[src/hdl/ppd_pkg.sv]
// ----------------------------------------------------------------------------
// ppd_pkg: shared definitions for the pump pulse train driver
// Widths, constants, register indexes and the off-time status bundle.
// ----------------------------------------------------------------------------
package ppd_pkg;

  // Number of pump outputs on the result beat.
  localparam int PUMPS = 4;

  // Defaults for the top-level parameters.
  localparam int CHANNELS_DEF    = 4;
  localparam int PULSE_LIMIT_DEF = 500;

  // Field widths.
  localparam int FLOW_W  = 16;
  localparam int AMB_W   = 12;
  localparam int DRIVE_W = 10;
  localparam int CAL_W   = 24;
  localparam int CNT_W   = 17;
  localparam int PULSE_W = 9;
  localparam int OFF_W   = 18;
  localparam int QUO_W   = 18;
  localparam int NUM_W   = 35;
  localparam int DEN_W   = CAL_W + FLOW_W;
  localparam int DSH_W   = DEN_W + QUO_W - 1;

  // Configuration register indexes.
  localparam logic [2:0] REG_CAL_MODE         = 3'd0;
  localparam logic [2:0] REG_CAL_BURNER       = 3'd1;
  localparam logic [2:0] REG_CAL_TANK         = 3'd2;
  localparam logic [2:0] REG_CAL_PROC_METHANOL = 3'd3;
  localparam logic [2:0] REG_CAL_PROC_WATER   = 3'd4;

  // Operating constants.
  localparam logic [DRIVE_W-1:0] DRIVE_ON   = 10'd700;
  localparam logic [CNT_W-1:0]   COUNT_MAX  = 17'd131071;
  localparam logic [OFF_W-1:0]   OFF_MAX    = 18'd131066;
  localparam logic [CAL_W-1:0]   CAL_RESET  = 24'd273000;
  // 100 ticks per second scaled by 2^28 (Q0.24 calibration times Q12.4 flow).
  localparam logic [NUM_W-1:0]   OFF_NUM    = 35'd26843545600;
  localparam logic signed [AMB_W-1:0] COLD_TENTHS = 12'sd150;
  localparam logic [FLOW_W-1:0]  FLOW_ONE   = 16'd16;
  localparam logic [FLOW_W-1:0]  CAL_FLOW_MIN = 16'd160;
  localparam logic [2:0]         ON_WARM    = 3'd3;
  localparam logic [2:0]         ON_COLD    = 3'd5;

  // Status from the off-time unit back to the sequencer.
  typedef struct packed {
    logic                    done;
    logic signed [OFF_W-1:0] off;
  } ppd_off_t;

endpackage

[src/hdl/ppd_if.sv]
// ----------------------------------------------------------------------------
// ppd_in_if / ppd_out_if: valid-ready channels of the pump driver
// One beat in carries the four flow requests and the ambient temperature;
// one beat out carries the four pump drive levels.
// ----------------------------------------------------------------------------
interface ppd_in_if;
  logic                              valid;
  logic                              ready;
  logic [ppd_pkg::FLOW_W-1:0]        flow_burner;
  logic [ppd_pkg::FLOW_W-1:0]        flow_tank;
  logic [ppd_pkg::FLOW_W-1:0]        flow_proc_methanol;
  logic [ppd_pkg::FLOW_W-1:0]        flow_proc_water;
  logic signed [ppd_pkg::AMB_W-1:0]  ambient_tenths;

  modport source (output valid, flow_burner, flow_tank, flow_proc_methanol,
                  flow_proc_water, ambient_tenths, input ready);
  modport sink   (input valid, flow_burner, flow_tank, flow_proc_methanol,
                  flow_proc_water, ambient_tenths, output ready);
endinterface

interface ppd_out_if;
  logic                        valid;
  logic                        ready;
  logic [ppd_pkg::DRIVE_W-1:0] drive_burner;
  logic [ppd_pkg::DRIVE_W-1:0] drive_tank;
  logic [ppd_pkg::DRIVE_W-1:0] drive_proc_methanol;
  logic [ppd_pkg::DRIVE_W-1:0] drive_proc_water;

  modport source (output valid, drive_burner, drive_tank, drive_proc_methanol,
                  drive_proc_water, input ready);
  modport sink   (input valid, drive_burner, drive_tank, drive_proc_methanol,
                  drive_proc_water, output ready);
endinterface

[src/hdl/ppd_off.sv]
// ----------------------------------------------------------------------------
// ppd_off: off-time unit
// Multiplies calibration by flow, then runs a restoring divider one quotient
// bit per cycle and turns the quotient into a saturated off time, truncated unless below three.
// ----------------------------------------------------------------------------
module ppd_off (
  input  logic                         clk,
  input  logic                         rst_n,
  input  logic                         start,
  input  logic [ppd_pkg::CAL_W-1:0]    cal,
  input  logic [ppd_pkg::FLOW_W-1:0]   flow,
  output ppd_pkg::ppd_off_t            stat
);

  localparam logic [1:0] S_IDLE = 2'd0;
  localparam logic [1:0] S_MUL  = 2'd1;
  localparam logic [1:0] S_DIV  = 2'd2;
  localparam logic [1:0] S_FIN  = 2'd3;

  logic [1:0]                         st_r, st_nxt;
  logic                               done_r;
  logic [ppd_pkg::CAL_W-1:0]          cal_r;
  logic [ppd_pkg::FLOW_W-1:0]         flow_r;
  logic [ppd_pkg::DSH_W-1:0]          dsh_r;
  logic [ppd_pkg::NUM_W-1:0]          rem_r;
  logic [ppd_pkg::QUO_W-1:0]          q_r;
  logic [4:0]                         step_r;
  logic signed [ppd_pkg::OFF_W-1:0]   off_r;

  logic [ppd_pkg::DEN_W-1:0]          prod;
  logic                               fit;
  logic [ppd_pkg::QUO_W-1:0]          q_m3;
  logic [ppd_pkg::QUO_W-1:0]          q_ceil;
  logic signed [ppd_pkg::OFF_W-1:0]   fin_off;

  // Product of calibration and flow; one 24 by 16 multiply.
  assign prod = {16'd0, cal_r} * {24'd0, flow_r};

  // Trial subtraction of the shifted divisor.
  assign fit = {{(ppd_pkg::DSH_W - ppd_pkg::NUM_W){1'b0}}, rem_r} >= dsh_r;

  // Quotient to off time: floor minus three when the quotient is three or
  // more, ceiling minus three below that, saturated at the top. A zero
  // divisor leaves every quotient bit set, which saturates as well.
  always_comb begin
    q_m3   = q_r - 18'd3;
    q_ceil = q_r + {17'd0, (rem_r != '0)};
    if (q_r[ppd_pkg::QUO_W-1]) begin
      fin_off = signed'(ppd_pkg::OFF_MAX);
    end else if (q_r >= 18'd3) begin
      fin_off = (q_m3 > ppd_pkg::OFF_MAX) ? signed'(ppd_pkg::OFF_MAX) : signed'(q_m3);
    end else begin
      fin_off = signed'(q_ceil) - 18'sd3;
    end
  end

  // Sequencer.
  always_comb begin
    st_nxt = st_r;
    unique case (st_r)
      S_IDLE: if (start) st_nxt = S_MUL;
      S_MUL:  st_nxt = S_DIV;
      S_DIV:  if (step_r == 5'd0) st_nxt = S_FIN;
      S_FIN:  st_nxt = S_IDLE;
      default: st_nxt = S_IDLE;
    endcase
  end

  always_ff @(posedge clk) begin
    if (!rst_n) begin
      st_r   <= S_IDLE;
      done_r <= 1'b0;
    end else begin
      st_r   <= st_nxt;
      done_r <= (st_r == S_FIN);
    end
  end

  // Datapath registers.
  always_ff @(posedge clk) begin
    case (st_r)
      S_IDLE: begin
        cal_r  <= cal;
        flow_r <= flow;
      end
      S_MUL: begin
        dsh_r  <= {prod, {(ppd_pkg::QUO_W-1){1'b0}}};
        rem_r  <= ppd_pkg::OFF_NUM;
        q_r    <= '0;
        step_r <= 5'(ppd_pkg::QUO_W - 1);
      end
      S_DIV: begin
        if (fit) begin
          rem_r <= rem_r - dsh_r[ppd_pkg::NUM_W-1:0];
        end
        q_r    <= {q_r[ppd_pkg::QUO_W-2:0], fit};
        dsh_r  <= dsh_r >> 1;
        step_r <= step_r - 5'd1;
      end
      S_FIN: begin
        off_r <= fin_off;
      end
      default: begin
      end
    endcase
  end

  assign stat.done = done_r;
  assign stat.off  = off_r;

endmodule

[src/hdl/pump_pulse_train_driver.sv]
// ----------------------------------------------------------------------------
// pump_pulse_train_driver: four-pump stroke timing per 10 ms tick
// Steps: per pump a load and an update, with a wait on the divider between
//   for each pump whose off time is divided out (normal mode, flow of at
//   least 1), then a done step. One beat per sweep; the divider in ppd_off
//   runs one quotient bit per cycle, 18 bits per pump. A new beat is taken
//   while a finished result still waits at the output.
// Reset: synchronous active-low; counters clear, calibration takes defaults.
// ----------------------------------------------------------------------------
module pump_pulse_train_driver #(
  parameter int CHANNELS    = ppd_pkg::CHANNELS_DEF,
  parameter int PULSE_LIMIT = ppd_pkg::PULSE_LIMIT_DEF
) (
  input  logic                      clk,
  input  logic                      rst_n,
  ppd_in_if.sink                    in_bus,
  ppd_out_if.source                 out_bus,
  input  logic                      cfg_we,
  input  logic [2:0]                cfg_index,
  input  logic [ppd_pkg::CAL_W-1:0] cfg_data
);

  localparam logic [3:0] CH_ACTIVE = 4'(CHANNELS);
  localparam logic [ppd_pkg::PULSE_W-1:0] LIMIT = ppd_pkg::PULSE_W'(PULSE_LIMIT);

  localparam logic [2:0] S_IDLE = 3'd0;
  localparam logic [2:0] S_LOAD = 3'd1;
  localparam logic [2:0] S_WAIT = 3'd2;
  localparam logic [2:0] S_UPD  = 3'd3;
  localparam logic [2:0] S_DONE = 3'd4;

  logic [2:0]                         state_r, state_nxt;
  logic [1:0]                         ch_r;
  logic                               cal_mode_r;
  logic [ppd_pkg::CAL_W-1:0]          cal_r     [ppd_pkg::PUMPS];
  logic [ppd_pkg::CNT_W-1:0]          tick_r    [ppd_pkg::PUMPS];
  logic [ppd_pkg::PULSE_W-1:0]        pd_r      [ppd_pkg::PUMPS];
  logic [ppd_pkg::FLOW_W-1:0]         flow_r    [ppd_pkg::PUMPS];
  logic                               cold_r;
  logic [ppd_pkg::PUMPS-1:0]          drv_r;
  logic [ppd_pkg::PUMPS-1:0]          out_drv_r;
  logic                               out_valid_r;

  ppd_pkg::ppd_off_t                  off_stat;
  logic                               div_start;

  logic [ppd_pkg::CNT_W-1:0]          cnt;
  logic [ppd_pkg::CNT_W-1:0]          cnt_b;
  logic [ppd_pkg::PULSE_W-1:0]        pd;
  logic [ppd_pkg::FLOW_W-1:0]         fl;
  logic                               active;
  logic                               need_div;
  logic signed [ppd_pkg::OFF_W:0]     off_x;
  logic signed [ppd_pkg::OFF_W:0]     lim_x;
  logic signed [ppd_pkg::OFF_W:0]     cnt_s;
  logic signed [ppd_pkg::OFF_W:0]     cntb_s;
  logic [ppd_pkg::CNT_W-1:0]          offc;
  logic [ppd_pkg::CNT_W-1:0]          limc;
  logic [ppd_pkg::CNT_W-1:0]          tick_nxt;
  logic [ppd_pkg::PULSE_W-1:0]        pd_nxt;
  logic                               on_nxt;
  logic                               out_free;

  // Off-time unit shared by all pumps.
  ppd_off u_off (
    .clk   (clk),
    .rst_n (rst_n),
    .start (div_start),
    .cal   (cal_r[ch_r]),
    .flow  (flow_r[ch_r]),
    .stat  (off_stat)
  );

  // Per-pump view of the current channel.
  assign cnt      = tick_r[ch_r];
  assign pd       = pd_r[ch_r];
  assign fl       = flow_r[ch_r];
  assign active   = {2'b00, ch_r} < CH_ACTIVE;
  assign need_div = active && !cal_mode_r && (fl >= ppd_pkg::FLOW_ONE);
  assign cnt_b    = (cnt == ppd_pkg::COUNT_MAX) ? cnt : cnt + 17'd1;
  assign div_start = (state_r == S_LOAD) && need_div;
  assign out_free = !out_valid_r || out_bus.ready;

  // Channel update: drive decision, counter advance and period wrap.
  always_comb begin
    off_x    = {off_stat.off[ppd_pkg::OFF_W-1], off_stat.off};
    lim_x    = off_x + (cold_r ? 19'sd5 : 19'sd3);
    cnt_s    = signed'({2'b00, cnt});
    cntb_s   = signed'({2'b00, cnt_b});
    offc     = {5'd0, fl[15:4]} - 17'd3;
    limc     = {5'd0, fl[15:4]};
    tick_nxt = cnt;
    pd_nxt   = pd;
    on_nxt   = 1'b0;
    if (!active) begin
      on_nxt = 1'b0;
    end else if (cal_mode_r) begin
      if (fl > ppd_pkg::CAL_FLOW_MIN) begin
        on_nxt   = (cnt >= offc) && (pd < LIMIT);
        tick_nxt = cnt_b;
        if (cnt_b >= limc) begin
          tick_nxt = '0;
          if (pd < LIMIT) begin
            pd_nxt = pd + 9'd1;
          end
        end
      end else begin
        pd_nxt = '0;
      end
      if (pd_nxt >= LIMIT) begin
        on_nxt = 1'b0;
      end
    end else if (fl >= ppd_pkg::FLOW_ONE) begin
      on_nxt   = !(cnt_s < off_x);
      tick_nxt = (cntb_s >= lim_x) ? '0 : cnt_b;
    end
  end

  // Sequencer over the four pumps.
  always_comb begin
    state_nxt = state_r;
    unique case (state_r)
      S_IDLE: if (in_bus.valid) state_nxt = S_LOAD;
      S_LOAD: state_nxt = need_div ? S_WAIT : S_UPD;
      S_WAIT: if (off_stat.done) state_nxt = S_UPD;
      S_UPD:  state_nxt = (ch_r == 2'(ppd_pkg::PUMPS - 1)) ? S_DONE : S_LOAD;
      S_DONE: if (out_free) state_nxt = S_IDLE;
      default: state_nxt = S_IDLE;
    endcase
  end

  assign in_bus.ready = (state_r == S_IDLE);

  // Control registers and per-pump state.
  always_ff @(posedge clk) begin
    if (!rst_n) begin
      state_r     <= S_IDLE;
      ch_r        <= '0;
      out_valid_r <= 1'b0;
      cal_mode_r  <= 1'b0;
      for (int i = 0; i < ppd_pkg::PUMPS; i++) begin
        cal_r[i]  <= ppd_pkg::CAL_RESET;
        tick_r[i] <= '0;
        pd_r[i]   <= '0;
      end
    end else begin
      state_r <= state_nxt;
      if (state_r == S_IDLE) begin
        ch_r <= '0;
      end else if (state_r == S_UPD) begin
        ch_r         <= ch_r + 2'd1;
        tick_r[ch_r] <= tick_nxt;
        pd_r[ch_r]   <= pd_nxt;
      end
      if (state_r == S_DONE && out_free) begin
        out_valid_r <= 1'b1;
      end else if (out_bus.ready) begin
        out_valid_r <= 1'b0;
      end
      // Register writes.
      if (cfg_we) begin
        unique case (cfg_index)
          ppd_pkg::REG_CAL_MODE:          cal_mode_r <= cfg_data[0];
          ppd_pkg::REG_CAL_BURNER:        cal_r[0]   <= cfg_data;
          ppd_pkg::REG_CAL_TANK:          cal_r[1]   <= cfg_data;
          ppd_pkg::REG_CAL_PROC_METHANOL: cal_r[2]   <= cfg_data;
          ppd_pkg::REG_CAL_PROC_WATER:    cal_r[3]   <= cfg_data;
          default: begin
          end
        endcase
      end
    end
  end

  // Beat payload capture, per-pump drive bits and the output register.
  always_ff @(posedge clk) begin
    if (in_bus.valid && in_bus.ready) begin
      flow_r[0] <= in_bus.flow_burner;
      flow_r[1] <= in_bus.flow_tank;
      flow_r[2] <= in_bus.flow_proc_methanol;
      flow_r[3] <= in_bus.flow_proc_water;
      cold_r    <= (in_bus.ambient_tenths <= ppd_pkg::COLD_TENTHS);
    end
    if (state_r == S_UPD) begin
      drv_r[ch_r] <= on_nxt;
    end
    if (state_r == S_DONE && out_free) begin
      out_drv_r <= drv_r;
    end
  end

  assign out_bus.valid               = out_valid_r;
  assign out_bus.drive_burner        = out_drv_r[0] ? ppd_pkg::DRIVE_ON : '0;
  assign out_bus.drive_tank          = out_drv_r[1] ? ppd_pkg::DRIVE_ON : '0;
  assign out_bus.drive_proc_methanol = out_drv_r[2] ? ppd_pkg::DRIVE_ON : '0;
  assign out_bus.drive_proc_water    = out_drv_r[3] ? ppd_pkg::DRIVE_ON : '0;

  // The off-time unit only reports while the sequencer waits for it.
  a_done_in_wait: assert property (@(posedge clk) disable iff (!rst_n)
    off_stat.done |-> (state_r == S_WAIT))
    else $error("off-time result arrived outside the wait state");

  // An accepted beat starts the pump sweep at the first pump.
  a_accept_load: assert property (@(posedge clk) disable iff (!rst_n)
    (in_bus.valid && in_bus.ready) |=> (state_r == S_LOAD && ch_r == 2'd0))
    else $error("accepted beat did not start the sweep");

  // A result only appears at the end of a sweep.
  a_out_from_done: assert property (@(posedge clk) disable iff (!rst_n)
    $rose(out_valid_r) |-> ($past(state_r) == S_DONE))
    else $error("result raised outside the done state");

  // Pulse counts never pass the limit.
  a_pulse_cap: assert property (@(posedge clk) disable iff (!rst_n)
    (pd_r[0] <= LIMIT) && (pd_r[1] <= LIMIT) && (pd_r[2] <= LIMIT) &&
    (pd_r[3] <= LIMIT))
    else $error("pulse count passed the limit");

endmodule

[src/flat_wrapper.sv]
// flat-port wrapper written by rule: the top's interface ports become plain ports
module pump_pulse_train_driver_flat 
#(
  parameter int CHANNELS    = ppd_pkg::CHANNELS_DEF,
  parameter int PULSE_LIMIT = ppd_pkg::PULSE_LIMIT_DEF
)
  (clk, rst_n, cfg_we, cfg_index, cfg_data, in_bus_valid, in_bus_flow_burner, in_bus_flow_tank, in_bus_flow_proc_methanol, in_bus_flow_proc_water, in_bus_ambient_tenths, in_bus_ready, out_bus_valid, out_bus_drive_burner, out_bus_drive_tank, out_bus_drive_proc_methanol, out_bus_drive_proc_water, out_bus_ready);
  ppd_in_if in_bus_i ();
  ppd_out_if out_bus_i ();
  input  logic clk;
  input  logic rst_n;
  input  logic cfg_we;
  input  logic [2:0] cfg_index;
  input  logic [ppd_pkg::CAL_W-1:0] cfg_data;
  input wire logic [$bits(in_bus_i.valid)-1:0] in_bus_valid;
  input wire logic [$bits(in_bus_i.flow_burner)-1:0] in_bus_flow_burner;
  input wire logic [$bits(in_bus_i.flow_tank)-1:0] in_bus_flow_tank;
  input wire logic [$bits(in_bus_i.flow_proc_methanol)-1:0] in_bus_flow_proc_methanol;
  input wire logic [$bits(in_bus_i.flow_proc_water)-1:0] in_bus_flow_proc_water;
  input wire logic [$bits(in_bus_i.ambient_tenths)-1:0] in_bus_ambient_tenths;
  output wire logic [$bits(in_bus_i.ready)-1:0] in_bus_ready;
  output wire logic [$bits(out_bus_i.valid)-1:0] out_bus_valid;
  output wire logic [$bits(out_bus_i.drive_burner)-1:0] out_bus_drive_burner;
  output wire logic [$bits(out_bus_i.drive_tank)-1:0] out_bus_drive_tank;
  output wire logic [$bits(out_bus_i.drive_proc_methanol)-1:0] out_bus_drive_proc_methanol;
  output wire logic [$bits(out_bus_i.drive_proc_water)-1:0] out_bus_drive_proc_water;
  input wire logic [$bits(out_bus_i.ready)-1:0] out_bus_ready;
  assign in_bus_i.valid = in_bus_valid;
  assign in_bus_i.flow_burner = in_bus_flow_burner;
  assign in_bus_i.flow_tank = in_bus_flow_tank;
  assign in_bus_i.flow_proc_methanol = in_bus_flow_proc_methanol;
  assign in_bus_i.flow_proc_water = in_bus_flow_proc_water;
  assign in_bus_i.ambient_tenths = in_bus_ambient_tenths;
  assign in_bus_ready = in_bus_i.ready;
  assign out_bus_valid = out_bus_i.valid;
  assign out_bus_drive_burner = out_bus_i.drive_burner;
  assign out_bus_drive_tank = out_bus_i.drive_tank;
  assign out_bus_drive_proc_methanol = out_bus_i.drive_proc_methanol;
  assign out_bus_drive_proc_water = out_bus_i.drive_proc_water;
  assign out_bus_i.ready = out_bus_ready;
  pump_pulse_train_driver #(.CHANNELS(CHANNELS), .PULSE_LIMIT(PULSE_LIMIT)) u_core (.clk(clk), .rst_n(rst_n), .in_bus(in_bus_i), .out_bus(out_bus_i), .cfg_we(cfg_we), .cfg_index(cfg_index), .cfg_data(cfg_data));
endmodule
[config.mk]
export PLATFORM = sky130hd
export DESIGN_NAME = pump_pulse_train_driver_flat
export DESIGN_NICKNAME = d
export VERILOG_FILES = /design/src/hdl/ppd_pkg.sv /design/src/hdl/ppd_if.sv /design/src/hdl/ppd_off.sv /design/src/hdl/pump_pulse_train_driver.sv /design/src/flat_wrapper.sv
export SDC_FILE = /design/constraint.sdc
export NUM_CORES = 2
export LEC_CHECK = 0
export CORE_ASPECT_RATIO = 0.8
export CORE_MARGIN = 2
export CORE_UTILIZATION = 32
export CTS_CLUSTER_DIAMETER = 60
export DETAILED_ROUTE_END_ITERATION = 8
export DONT_BUFFER_PORTS = 1
export GPL_ROUTABILITY_DRIVEN = 0
export PLACE_DENSITY = 0.45
export SYNTH_ARGS = -nofsm -noshare
export SYNTH_HDL_FRONTEND = slang
export SYNTH_HIERARCHICAL = 1
export SYNTH_SLANG_ARGS = --single-unit
[constraint.sdc]
create_clock -name clk -period 7.05 [get_ports clk]
set_input_delay 1.0575 -clock clk [delete_from_list [all_inputs] [get_ports clk]]
set_output_delay 1.0575 -clock clk [all_outputs]
set_load 0.01 [all_outputs]
# Word level (Yosys, flattened, before mapping)
# Memory sizes are Yosys's and may differ from the RTL's. A register that Yosys moved wholly into a read port is not among the register bits.
# Cells that the tools add are included.
[classes]
n_addsub = 10
n_mul = 1
order_cmp = 14
n_eq_ne = 19
mux = 80
bitwise = 5
reduce_logical = 24
[ops]
columns = ["op", "count"]
rows = [
  ["17-bit two-way mux", 7],
  ["57-bit case mux with 2 select lines", 1],
  ["24-bit two-way mux", 4],
  ["35-bit case mux with 2 select lines", 1],
  ["35-bit by 57-bit greater-or-equal comparator with 1-bit output", 1],
  ["9-bit two-way mux", 6],
  ["24-bit by 16-bit multiplier with 40-bit output", 1],
  ["10-bit two-way mux", 4],
  ["18-bit two-way mux", 2],
  ["18-bit case mux with 2 select lines", 1],
  ["35-bit two-way mux", 1],
  ["35-bit nonzero test", 1],
  ["35-bit subtractor", 1],
  ["1-bit two-way mux", 33],
  ["2-bit two-way mux", 10],
  ["18-bit by 4-bit adder with 19-bit output", 1],
  ["18-bit by 19-bit greater-or-equal comparator with 1-bit output", 1],
  ["18-bit by 1-bit adder with 18-bit output", 1],
  ["18-bit by 2-bit greater-or-equal comparator with 1-bit output (second input constant)", 1],
  ["18-bit by 17-bit > comparator with 1-bit output (second input constant)", 1],
  ["18-bit < comparator", 1],
  ["18-bit by 2-bit subtractor with 18-bit output (second input constant)", 1],
  ["18-bit by 3-bit subtractor with 18-bit output (second input constant)", 1],
  ["17-bit by 1-bit adder with 17-bit output (second input constant)", 1],
  ["41 further kinds", 70],
]
[totals]
regBits = 168
ramBits = 264
inputBits = 108
output_inout_bits = 42
elab_cells = 172
memories = 4
[memory_table]
columns = ["memory", "depth", "word_bits", "rd", "rd_ports_with_merged_regs", "wr", "line_no", "source"]
rows = [
  ["u_core.cal_r", 4, 24, 1, 1, 4, "pump_pulse_train_driver.sv:35", "logic [ppd_pkg::CAL_W-1:0] cal_r [ppd_pkg::PUMPS];"],
  ["u_core.tick_r", 4, 17, 1, 1, 4, "pump_pulse_train_driver.sv:36", "logic [ppd_pkg::CNT_W-1:0] tick_r [ppd_pkg::PUMPS];"],
  ["u_core.flow_r", 4, 16, 1, 1, 4, "pump_pulse_train_driver.sv:38", "logic [ppd_pkg::FLOW_W-1:0] flow_r [ppd_pkg::PUMPS];"],
  ["u_core.pd_r", 4, 9, 1, 1, 4, "pump_pulse_train_driver.sv:37", "logic [ppd_pkg::PULSE_W-1:0] pd_r [ppd_pkg::PUMPS];"],
]

# Longest topological paths before layout
[depth]
ltp_word = 10
ltp_mapped = 25
depth_no_buf = 23

# Modules after synthesis
# The synthesis kept the hierarchy.
[by_module_without_submodules]
columns = ["mod", "n_inst", "cells_each", "area_per_inst_um2", "seq_area_each_um2"]
rows = [
  ["ppd_off", 1, 2209, 21370.5, 5255.0],
  ["pump_pulse_train_driver", 1, 1199, 15279.7, 8378.0],
]

# Worst setup path before layout
# OpenSTA, ideal clock, no wires.
[synth_path]
path_kind = "flip-flop to flip-flop"
start = "register u_core/u_off/cal_r[16] (netlist name), read port of u_core.cal_r"
end = "register u_core/u_off/dsh_r[56] (netlist name) (data pin)"
setup_time_ps = 260
arrival_ps = 6270
required_ps = 6790
path_slack_ps = 520
path_stages_with_launch = 24
path_buffers = 1
period_less_slack_ps = 6530
cell_sequence = "edfxtp_1 -> clkbuf_1 -> nand2_1 -> fa_1 -> inv_1 -> fa_1 -> inv_1 -> fa_1 -> fa_1 -> inv_1 -> fa_1 -> inv_1 -> fa_1 -> inv_1 -> ha_1 -> a21o_1 -> a31o_2 -> a221oi_1 -> o21ai_0 -> a221oi_1 -> nor3_1 -> o21ai_0 -> a21oi_1 -> mux2_2"
[synth_via]
elab_chain_len = 2
[synth_lines]
columns = ["element", "line_no", "source"]
rows = [
  ["start: declaration", "ppd_off.sv:22", "logic [ppd_pkg::CAL_W-1:0] cal_r;"],
  ["24-bit by 16-bit multiplier with 40-bit output", "ppd_off.sv:37", "assign prod = {16'd0, cal_r} * {24'd0, flow_r};"],
  ["57-bit case mux with 2 select lines", "ppd_off.sv:81", "case (st_r)"],
  ["end signal: assignment", "ppd_off.sv:87", "dsh_r <= {prod, {(ppd_pkg::QUO_W-1){1'b0}}};"],
  ["end signal: assignment", "ppd_off.sv:97", "dsh_r <= dsh_r >> 1;"],
  ["end: declaration", "ppd_off.sv:24", "logic [ppd_pkg::DSH_W-1:0] dsh_r;"],
]
# Every way passes these cells.
# A chain may end at the register's enable or synchronous reset.

# Worst setup path after layout
[layout_path]
start = "register u_core/u_off/cal_r[6] (netlist name), read port of u_core.cal_r"
end = "register u_core/u_off/dsh_r[55] (netlist name) (data pin)"
# The elaborated chain is that of the path after synthesis.

==> flow_summary_export.csv <==
group,metric,value,unit
grt,grt_pass1_vias,24800,
clock_tree,cts_buffers,55,
timing,setup-violations-final,0,
job,max-cap-violations,0,
clock_tree,clkLatencyLatePin,0.64,ns
logic_synthesis,synth_top_area_cell,"edfxtp_1",
floorplanning,core_area,114000,µm²
timing,period_needed,6.79,ns
detailed_routing,dr.pass1.iters,5,
logic_synthesis,async_flop_share,0,
cells_and_area,fillCellCount,11400,
place,io_buffers,0,
clock_tree,clockBufferDepth,3,
logic_synthesis,yosys-mux-area-fraction,0.0447,
cells_and_area,syn2layout_area_growth,11.0,%
detailed_routing,vias,24100,
logic_synthesis,synth_top_family_by_area,"adder cells",
clock_tree,cts_tree,"done",
logic_synthesis,ys_ff_latch,458,
grt,grt_usage,0.163,
clock_tree,clock_sinks,458,
run_status,outcome,"completed",
floorplanning,ios,150,
place,hpwl,70900,µm
worst_hold_path,hold_path_depth,0,
critical_path,r2r_cells,23,
cells_and_area,layout-drive-gt1-share,0.0939,
worst_hold_path,hold_end,"u_core/out_drv_r[0]",
floorplanning,initial_core_util,0.321,
logic_synthesis,syn_avg_cell_area,10.8,µm²
logic_synthesis,ys_dominant_reg_cell,"edfxtp_1",
critical_path,arrival,7.13,ns
timing,final-hold-violation-count,0,
critical_path,setup.worst_path.end_class,"flip-flop",
critical_path,criticalPathCategory,"reg -> reg",
critical_path,cp-start-kind,"flip-flop",
clock_tree,hold_buffers,0,
logic_synthesis,syn_area,36700,µm²
worst_hold_path,min_path_type,"reg -> reg",
logic_synthesis,netlist.area_leader.share,0.365,
critical_path,crit_fanout,9,
logic_synthesis,ys_seq_area_frac,0.372,
grt,antenna_found_initial,2,
logic_synthesis,ys_warn_count,6,
detailed_routing,drc_errors,0,
timing,fin_crit_sh,0.964,
logic_synthesis,synth-edff-count,446,
detailed_routing,vias_per_cell,4.82,
timing,drv_slew,0,
logic_synthesis,synthAdderAreaFrac,0.247,
grt,grt_max_degree,90,
critical_path,cp.required,7.38,ns
logic_synthesis,synthSimpleGateAreaFrac,0.158,
critical_path,r2r_end,"u_core/u_off/dsh_r[55]",
logic_synthesis,synth.distinct_cells,85,
logic_synthesis,synthTopCellsByArea,"edfxtp_1 37%, fa_1 17%, ha_1 7.9%",
detailed_routing,final_antenna_net_count,0,
critical_path,rr_startpoint,"u_core/u_off/cal_r[6]",
floorplanning,die_h,307,µm
clock_tree,cts_max_level,2,
worst_hold_path,hold_start,"u_core/drv_r[0]",
clock_tree,clk_pin_slew,0.06,ns
detailed_routing,drt-total-wl,94400,µm
timing,relSlewSlack,0.268,
grt,overflow,0,
clock_tree,cts_root_buf,"clkbuf_16",
logic_synthesis,synth-xor-area-share,0.0267,
critical_path,reg2reg_slack,0.26,ns
detailed_routing,routedWlPerCell,18.9,µm
logic_synthesis,synth_compound_area_frac,0.0805,
logic_synthesis,netlist_instances,3408,
detailed_routing,drt_first_iter_violations,1531,
cells_and_area,diodes,0,
floorplanning,rows,111,
timing,clock_skew,0.0326,ns
timing,worst_pin_slew,1.10,ns
timing,max_freq,0.147,GHz
floorplanning,die_w,382,µm
timing,finalSetupTns,0,ns
cells_and_area,fin_nets,4074,
grt,grt_pass1_wl,149000,µm
floorplanning,dieArea,117000,µm²
[Yosys cell counts, drive strengths merged, types with 8 or more instances]
cell type    n
a2111oi      9
a211oi      15
a21o        66
a21oi      107
a31o         8
a31oi       23
a41oi        8
and2       292
and3        33
and4        14
buf         59
clkbuf     114
dfxtp       12
edfxtp     446
fa         308
ha         231
inv        460
mux4        67
nand2      376
nand2b      33
nand3       44
nand4       23
nor2       165
nor2b       24
nor3        40
nor4        24
o211ai      15
o21a        26
o21ai      109
or2          8
or3         38
xnor2       72
xor2        39
[critical path: stages (launching register included)]
cell and delay (ns):
edfxtp_1 0.56, buf_4 0.24, and2_1 0.16, fa_1 0.49, inv_1 0.06, fa_1 0.43
fa_1 0.46, fa_1 0.49, inv_1 0.05, fa_1 0.53, inv_1 0.06, fa_1 0.54
inv_1 0.04, ha_1 0.34, and3_1 0.23, a221o_1 0.34, a31oi_2 0.22, a21oi_1 0.17
a21oi_1 0.21, buf_4 0.19, o21ai_0 0.13, a221o_1 0.33, xnor2_1 0.14, o21ai_0 0.09
[per-layer routing]
| metal | routed length (µm) | track usage | up-vias |
|---|---|---|---|
| met5 | 13 | 0 | - |
| met4 | 1230 | 0.0275 | 2 |
| met3 | 3840 | 0.0213 | 82 |
| met2 | 41400 | 0.244 | 402 |
| met1 | 48000 | 0.251 | 12100 |
| li1 | - | - | 11500 |
[logic make-up (layout without fill, tap and decap cells)]
family	after synthesis	in the layout
AND/OR/NAND/NOR	1134	1134
multiplexers	79	79
buffers and inverters	634	682
other	1	16
flip-flops	458	458
adder cells (fa/ha/maj)	540	540
XOR/XNOR	111	111
AO/OA/AOI/OAI	451	451
[final cells by class]
| cell class | count | area (µm²) | share of cell area |
|---|---|---|---|
| multi-input cells | 2331 | 20600 | 0.505 |
| clock inverters | 29 | 320 | 0.00787 |
| clock buffers | 72 | 1500 | 0.0369 |
| inverters | 461 | 1730 | 0.0425 |
| well taps | 1525 | 1910 | 0.0469 |
| flip-flops and latches | 458 | 13600 | 0.335 |
| repair buffers | 120 | 1030 | 0.0252 |
[sequential cells by signal (all words and copies together) (netlist names), 2 cells and up, named ones only]
register and count:
u_core/cal_r 96, u_core/tick_r 68, u_core/flow_r 64, u_core/u_off/dsh_r 57, u_core/pd_r 36, u_core/u_off/rem_r 35
u_core/u_off/cal_r 24, u_core/u_off/off_r 18, u_core/u_off/q_r 18, u_core/u_off/flow_r 16, u_core/u_off/step_r 5, u_core/drv_r 4
u_core/out_drv_r 4, u_core/state_r 3, u_core/ch_r 2, u_core/u_off/st_r 2
[worst max-delay path by stage]
stage                            from                      to  slack (ns)  cells past startpoint
6_report        u_core/u_off/cal_r[6]  u_core/u_off/dsh_r[55]        0.26                     23
5_1_grt         u_core/u_off/cal_r[6]  u_core/u_off/dsh_r[55]       -0.03                     23
4_1_cts        u_core/u_off/cal_r[11]  u_core/u_off/dsh_r[56]       0.007                     22
3_5_place_dp    u_core/u_off/cal_r[7]  u_core/u_off/dsh_r[56]        0.05                     22
3_3_place_gp   u_core/u_off/cal_r[11]  u_core/u_off/dsh_r[56]         0.1                     22
2_1_floorplan  u_core/u_off/cal_r[16]  u_core/u_off/dsh_r[56]        0.52                     23
[cells in the final DEF, fill, tap and decap left out, drive strengths merged, types with 7 or more instances in the layout]
cell,netlist,final
nand2b,33,33
o21ai,109,109
edfxtp,446,446
o21a,26,26
a41oi,8,8
and2,292,292
a211oi,15,15
xnor2,72,72
a31oi,23,23
a2111oi,9,9
nor3,40,40
nand4,23,23
mux4,67,67
mux2,7,7
nor4,24,24
a31o,8,8
nand2,376,376
a21oi,107,107
inv,460,467
xor2,39,39
a221o,7,7
dfxtp,12,12
or3,38,38
or2,8,8
buf,59,120
o31ai,7,7
o211ai,15,15
conb,1,16
and3,33,33
clkinv,1,15
nor2,165,165
ha,231,231
and4,14,14
a21o,66,66
clkbuf,114,72
nor2b,24,24
nand3,44,44
fa,308,308
[timing repair]
item	in CTS	in global routing
buffers inserted	5	16
endpoints found under the setup margin	1	9
pin swaps	0	1
resized for setup	0	7
[metrics by stage]
| step | cell area [µm²] | utilization | setup WS, ns | instances | hold WS (ns) |
|---|---|---|---|---|---|
| floorplan | 36700 | - | 0.520 | 3423 | 0.400 |
| global placement | 38700 | 0.339 | 0.0982 | 4874 | 0.402 |
| detailed placement | 38700 | 0.339 | 0.0500 | 4874 | 0.414 |
| CTS | 40500 | 0.355 | 0.00742 | 4980 | 0.420 |
| global route | 40700 | 0.357 | -0.0304 | 4996 | 0.437 |
| finish | 40700 | 0.357 | 0.257 | 4996 | 0.421 |
Power is left out: the tool's default activity adds up to more than one toggle a clock period on the data nets, which glitch-free logic cannot reach.
